===== src/sv/sks_pkg.sv =====
// sks_pkg: shared constants, command codes and the cell control struct
// for the sorted key set. No dependencies.
package sks_pkg;

  localparam int CAPACITY = 256;
  localparam int KEY_BITS = 32;

  // Port field widths fixed by the item format
  localparam int CMD_W         = 2;
  localparam int KEY_IN_W      = 32;
  localparam int ENTRY_COUNT_W = 9;

  // Internal widths
  localparam int CNT_W  = $clog2(CAPACITY + 1);
  localparam int GROUP  = 16;
  localparam int NGROUP = (CAPACITY + GROUP - 1) / GROUP;

  localparam logic [CMD_W-1:0] CMD_LOOKUP = 2'd0;
  localparam logic [CMD_W-1:0] CMD_INSERT = 2'd1;
  localparam logic [CMD_W-1:0] CMD_ERASE  = 2'd2;
  localparam logic [CMD_W-1:0] CMD_CLEAR  = 2'd3;

  // Broadcast controls for the cell row
  typedef struct packed {
    logic cmp_en;      // register compare flags in every cell
    logic red_en;      // register group match flags
    logic shift_up;    // insert: open a gap at the lower bound
    logic shift_down;  // erase: close the gap at the lower bound
  } sks_ctl_t;

endpackage


===== src/sv/sks_if.sv =====


interface sks_rsp_if;
  logic                               valid;
  logic                               ready;
  logic                               success;
  logic                               table_full;
  logic [sks_pkg::ENTRY_COUNT_W-1:0]  entry_count;

  modport source (output valid, output success, output table_full,
                  output entry_count, input ready);
  modport sink   (input valid, input success, input table_full,
                  input entry_count, output ready);
endinterface


===== src/sv/sks_top_note.sv =====
// sks_out_reg: response holding register between the core and the
// response channel. Depends on sks_pkg and sks_if.
module sks_out_reg (
  input  logic                               clk,
  input  logic                               rst,
  input  logic                               load,
  input  logic                               success,
  input  logic                               table_full,
  input  logic [sks_pkg::ENTRY_COUNT_W-1:0]  entry_count,
  output logic                               busy,
  sks_rsp_if.source                          rsp
);
  import sks_pkg::*;

  // busy: a response still waits and cannot be replaced this cycle
  assign busy = rsp.valid && !rsp.ready;

  always_ff @(posedge clk) begin
    if (rst) begin
      rsp.valid <= 1'b0;
    end else if (load) begin
      rsp.valid <= 1'b1;
    end else if (rsp.ready) begin
      rsp.valid <= 1'b0;
    end
    if (load) begin
      rsp.success     <= success;
      rsp.table_full  <= table_full;
      rsp.entry_count <= entry_count;
    end
  end

endmodule


===== src/flat_wrapper.sv =====
// flat-port wrapper written by rule: the top's interface ports become plain ports
module sks_out_reg_flat import sks_pkg::*;
  (clk, rst, load, success, table_full, entry_count, busy, rsp_valid, rsp_success, rsp_table_full, rsp_entry_count, rsp_ready);
  sks_rsp_if rsp_i ();
  input  logic clk;
  input  logic rst;
  input  logic load;
  input  logic success;
  input  logic table_full;
  input  logic [sks_pkg::ENTRY_COUNT_W-1:0] entry_count;
  output logic busy;
  output wire logic [$bits(rsp_i.valid)-1:0] rsp_valid;
  output wire logic [$bits(rsp_i.success)-1:0] rsp_success;
  output wire logic [$bits(rsp_i.table_full)-1:0] rsp_table_full;
  output wire logic [$bits(rsp_i.entry_count)-1:0] rsp_entry_count;
  input wire logic [$bits(rsp_i.ready)-1:0] rsp_ready;
  assign rsp_valid = rsp_i.valid;
  assign rsp_success = rsp_i.success;
  assign rsp_table_full = rsp_i.table_full;
  assign rsp_entry_count = rsp_i.entry_count;
  assign rsp_i.ready = rsp_ready;
  sks_out_reg u_core (.clk(clk), .rst(rst), .load(load), .success(success), .table_full(table_full), .entry_count(entry_count), .busy(busy), .rsp(rsp_i));
endmodule

===== config.mk =====
export PLATFORM = sky130hd
export DESIGN_NAME = sks_out_reg_flat
export DESIGN_NICKNAME = d
export VERILOG_FILES = /design/src/sv/sks_pkg.sv /design/src/sv/sks_if.sv /design/src/sv/sks_top_note.sv /design/src/flat_wrapper.sv
export SDC_FILE = /design/constraint.sdc
export NUM_CORES = 1
export LEC_CHECK = 0
export ABC_AREA = 1
export CAP_MARGIN = 5
export CORE_AREA = 4 4 41 43
export CTS_CLUSTER_SIZE = 8
export DETAILED_ROUTE_END_ITERATION = 10
export DIE_AREA = 0 0 45 47
export DONT_BUFFER_PORTS = 1
export PLACE_DENSITY = 0.45
export SLEW_MARGIN = 30
export SYNTH_ARGS = -nofsm -noshare
export SYNTH_HDL_FRONTEND = slang
export SYNTH_SLANG_ARGS = --single-unit

===== constraint.sdc =====
create_clock -name clk -period 0.8 [get_ports clk]
set_clock_uncertainty 0.1 [all_clocks]
set_input_delay 0.08 -clock clk [delete_from_list [all_inputs] [get_ports clk]]
set_output_delay 0.08 -clock clk [all_outputs]
set_load 0.01 [all_outputs]

# Word level (Yosys, flattened, before mapping)
# Cells that the tools add are included.
[op_classes]
mux = 2
n_reduce_logical = 3
[op_table]
columns = ["cell", "n"]
rows = [
  ["2-to-1 mux 1 bit", 2],
  ["nonzero test 2 bit", 1],
  ["logical AND 1 bit", 1],
  ["logical NOT 1 bit", 1],
]
[word_totals]
ff_bits = 12
input_bits = 15
out_inout_bits = 13
elab_cells = 9

# Longest topological paths before layout
[depth]
depth_word = 2
ltp_mapped = 3
depth_no_buf = 3

# Least setup slack after synthesis
# No wires, ideal clock.
[synth_path]
path_type = "flip-flop to output port"
from = "reg u_core.rsp.valid"
to = "out busy"
t_arrival_ps = 528
required_time_ps = 620
slack_ps = 92
stages_incl_launch_ff = 3
path_buffers = 0
path_cell_list = "dfxtp_1 > nand2_2 > inv_1"
[synth_via]
elab_chain_len = 1
[synth_rtl]
columns = ["element", "line_no", "source"]
rows = [
  ["from (decl)", "sks_if.sv:10", "modport source (output valid, output success, output table_full,"],
  ["from (signal assigned)", "sks_top_note.sv:20", "rsp.valid <= 1'b0;"],
  ["from (signal assigned)", "sks_top_note.sv:22", "rsp.valid <= 1'b1;"],
  ["from (signal assigned)", "sks_top_note.sv:24", "rsp.valid <= 1'b0;"],
  ["logical AND 1 bit", "sks_top_note.sv:16", "assign busy = rsp.valid && !rsp.ready;"],
  ["to (decl)", "flat_wrapper.sv:11", "output logic busy;"],
]
# Every way passes these cells.

# Worst setup path in the final report
[layout_path]
from = "reg u_core.rsp.valid"
to = "out rsp_valid"
[layout_lines]
columns = ["element", "line_no", "source"]
rows = [
  ["to (decl)", "flat_wrapper.sv:12", "output wire logic [$bits(rsp_i.valid)-1:0] rsp_valid;"],
]
# No word-level cell between the ends.

==> impl_metrics.json <==
{
  "diodes": 0,
  "path_delay_family": "flip-flops",
  "grt_pass1_wl_um": 959,
  "synth.area.mux_share": 0,
  "sw_frac_of_total": 0.193,
  "viasPerCell": 4.12,
  "port_buffers": 0,
  "start_kind": "register",
  "power_density_nw_per_um2": 2150,
  "ir_worst_vdd_uv": 828,
  "synth_compound_area_frac": 0.0233,
  "syn_area_per_cell_um2": 22.2,
  "path_cells": "buf_4",
  "insertion_delay_ps": 260,
  "worstSetupPathDepth": 1,
  "grt_usage": 0.0666,
  "layout_min_cycle_time_ps": 893,
  "layout-drive-gt1-share": 0.250,
  "routedWlPerCell_um": 13.5,
  "r2r.worst_path.cells": 3,
  "fin_cells": 51,
  "place_hpwl_um": 499,
  "setup_violations": 13,
  "combPwrFrac": 0.058,
  "htree_levels": 1,
  "path_max_fanout": 2,
  "grt_overflow": 0,
  "yosys.area_share.simple": 0.0166,
  "drc": 0,
  "netlist_instances": 17,
  "syn2layout_area_growth_pct": 50.8,
  "yosysWarnings": 0,
  "synth_area_um2": 377,
  "start_util": 0.289,
  "hold_viol": 12,
  "cap_violations": 0,
  "postRouteAntennaNets": 0,
  "crit_buf_inv": 1,
  "clock-sinks": 12,
  "synth_area_leader_cell": "edfxtp_1",
  "synth.net_count": 32,
  "dr.pass1.iters": 2,
  "slowest_delay_ps": 320,
  "dp_cells": 33,
  "rows": 13,
  "cts_buffers": 3,
  "synthDominantCellAreaShare": 0.877,
  "grt_antenna_before_repair": 0,
  "fmax_mhz": 1120,
  "coreArea_um2": 1300,
  "postCtsHoldBufs": 13,
  "min_path_type": "in -> reg",
  "die-area_um2": 2120,
  "nNetsFinal": 52,
  "holdPathStages": 0,
  "grt_pass1_vias": 243,
  "outcome": "finished with violations",
  "cts_buffer_depth": 2,
  "fin_crit_sh": 1.12,
  "die-width_um": 45,
  "synth_xor_area_frac": 0,
  "slew_violations": 0,
  "p_int_uw": 986,
  "hold_ws_ps": -175,
  "vias": 210,
  "rsz0062_at_grt": "true",
  "setup_ws_ps": -93.3,
  "seq_area_frac_synth": 0.930,
  "grt_max_degree": 13,
  "dpl_worst_slack_ps": 128,
  "p_sw_uw": 236,
  "utilization": 0.437,
  "io-pin-count": 28,
  "setup.worst_path.end_class": "output port",
  "tightest_slew_ps": 131,
  "synth_top_family_by_area": "buffers and inverters",
  "worstPathRequired_ps": 620,
  "critPathKind": "reg -> out",
  "r2r_slack_ps": 40,
  "crit_arrival_ps": 710,
  "cts_tree": "done",
  "die_h_um": 47,
  "wl_um": 686,
  "clk_pin_slew_worst_paths_ps": 70,
  "gp_congestion": 0.562,
  "synth-adder-area-share": 0,
  "nFillCells": 130,
  "cellLeakagePower_uw": 0.000216,
  "yosys.cell_types.count": 5,
  "p_total_uw": 1220,
  "critPathSlowestCell": "dfxtp_2",
  "synthTopCellsByArea": "edfxtp_1 88%, dfxtp_1 5.3%, inv_1 3.0%",
  "pwr-share-seq": 0.639,
  "violations": "negative hold slack, negative setup slack",
  "root_buffer": "clkbuf_4",
  "relSlewSlack": 0.913,
  "clkPwrFrac": 0.302,
  "drt_first_iter_violations": 2,
  "ys_ff_latch": 12
}
[power by group through the flow]
stage	logic [uW]	clock network [uW]	registers (uW)
2_1_floorplan	9.43	0	793
3_3_place_gp	17.1	0	798
3_5_place_dp	17.5	0	799
4_1_cts	71.8	393	784
5_1_grt	75.3	427	787
6_report	71.2	370	782
[synth_stat cells, drive strengths merged]
library cell	number
a21oi	1
inv	3
dfxtp	1
edfxtp	11
nand2	1
[worst paths after layout]
kind | from | endpoint
min | load | u_core.rsp.entry_count[1]
min reg2reg | u_core.rsp.valid | u_core.rsp.valid
max reg2reg | u_core.rsp.valid | u_core.rsp.valid
max | u_core.rsp.valid | rsp_valid
[layout make-up]
class                      count  area [um^2]  share of cell area
tap                           15         18.8              0.0330
timing repair buffer          15          145               0.256
sequential                    12          352               0.619
clock buffer                   4         26.3              0.0463
inverter                       3         11.3              0.0198
multi-input combinational      2         15.0              0.0264
[worst register-to-register path, cell delays in order (launching register included)]
cell,delay [ps]
dfxtp_2,330
nand2_2,50
buf_4,130
a21oi_2,90
[flip-flops by register name, indices dropped and copies added, names as in the netlist]
register,cells
u_core.rsp.valid,1
u_core.rsp.entry_count,9
u_core.rsp.table_full,1
u_core.rsp.success,1
[routing by layer]
layer | vias up | track usage | share of wire
met5 | - | 0 | 0
met4 | 0 | 0.0526 | 0
met3 | 0 | 0.0268 | 0.098
met2 | 15 | 0.124 | 0.56
met1 | 98 | 0.0548 | 0.34
li1 | 97 | - | -
[per-stage QoR]
stage	hold WS (ps)	area [um^2]	setup TNS (ps)
finish	-175	568	-892
global route	-195	568	-1330
CTS	-187	568	-1120
detailed placement	44.8	403	0
global placement	43.4	403	0
floorplan	42.4	377	0
[cells by family (layout without fill, tap and decap cells)]
logic type      count (synthesis)  in the layout
simple gates                    1              1
flops                          12             12
compound gates                  1              1
buf+inv                         3             22
[placed cells by master, fill, tap and decap left out]
master and instances:
inv_1 2, clkbuf_1 1, inv_2 1, edfxtp_1 11, clkbuf_4 3, dlygate4sd3_1 13
dfxtp_2 1, nand2_2 1, a21oi_2 1, buf_4 2
[timing repair]
action / CTS / global route
buffers inserted: 1 / 0
gates resized for setup: 2 / 0
hold endpoints to repair: 23 / 12
pin swaps: 1 / 0
endpoints found under the setup margin: 13 / 13
(Power assumes the default switching activity.)
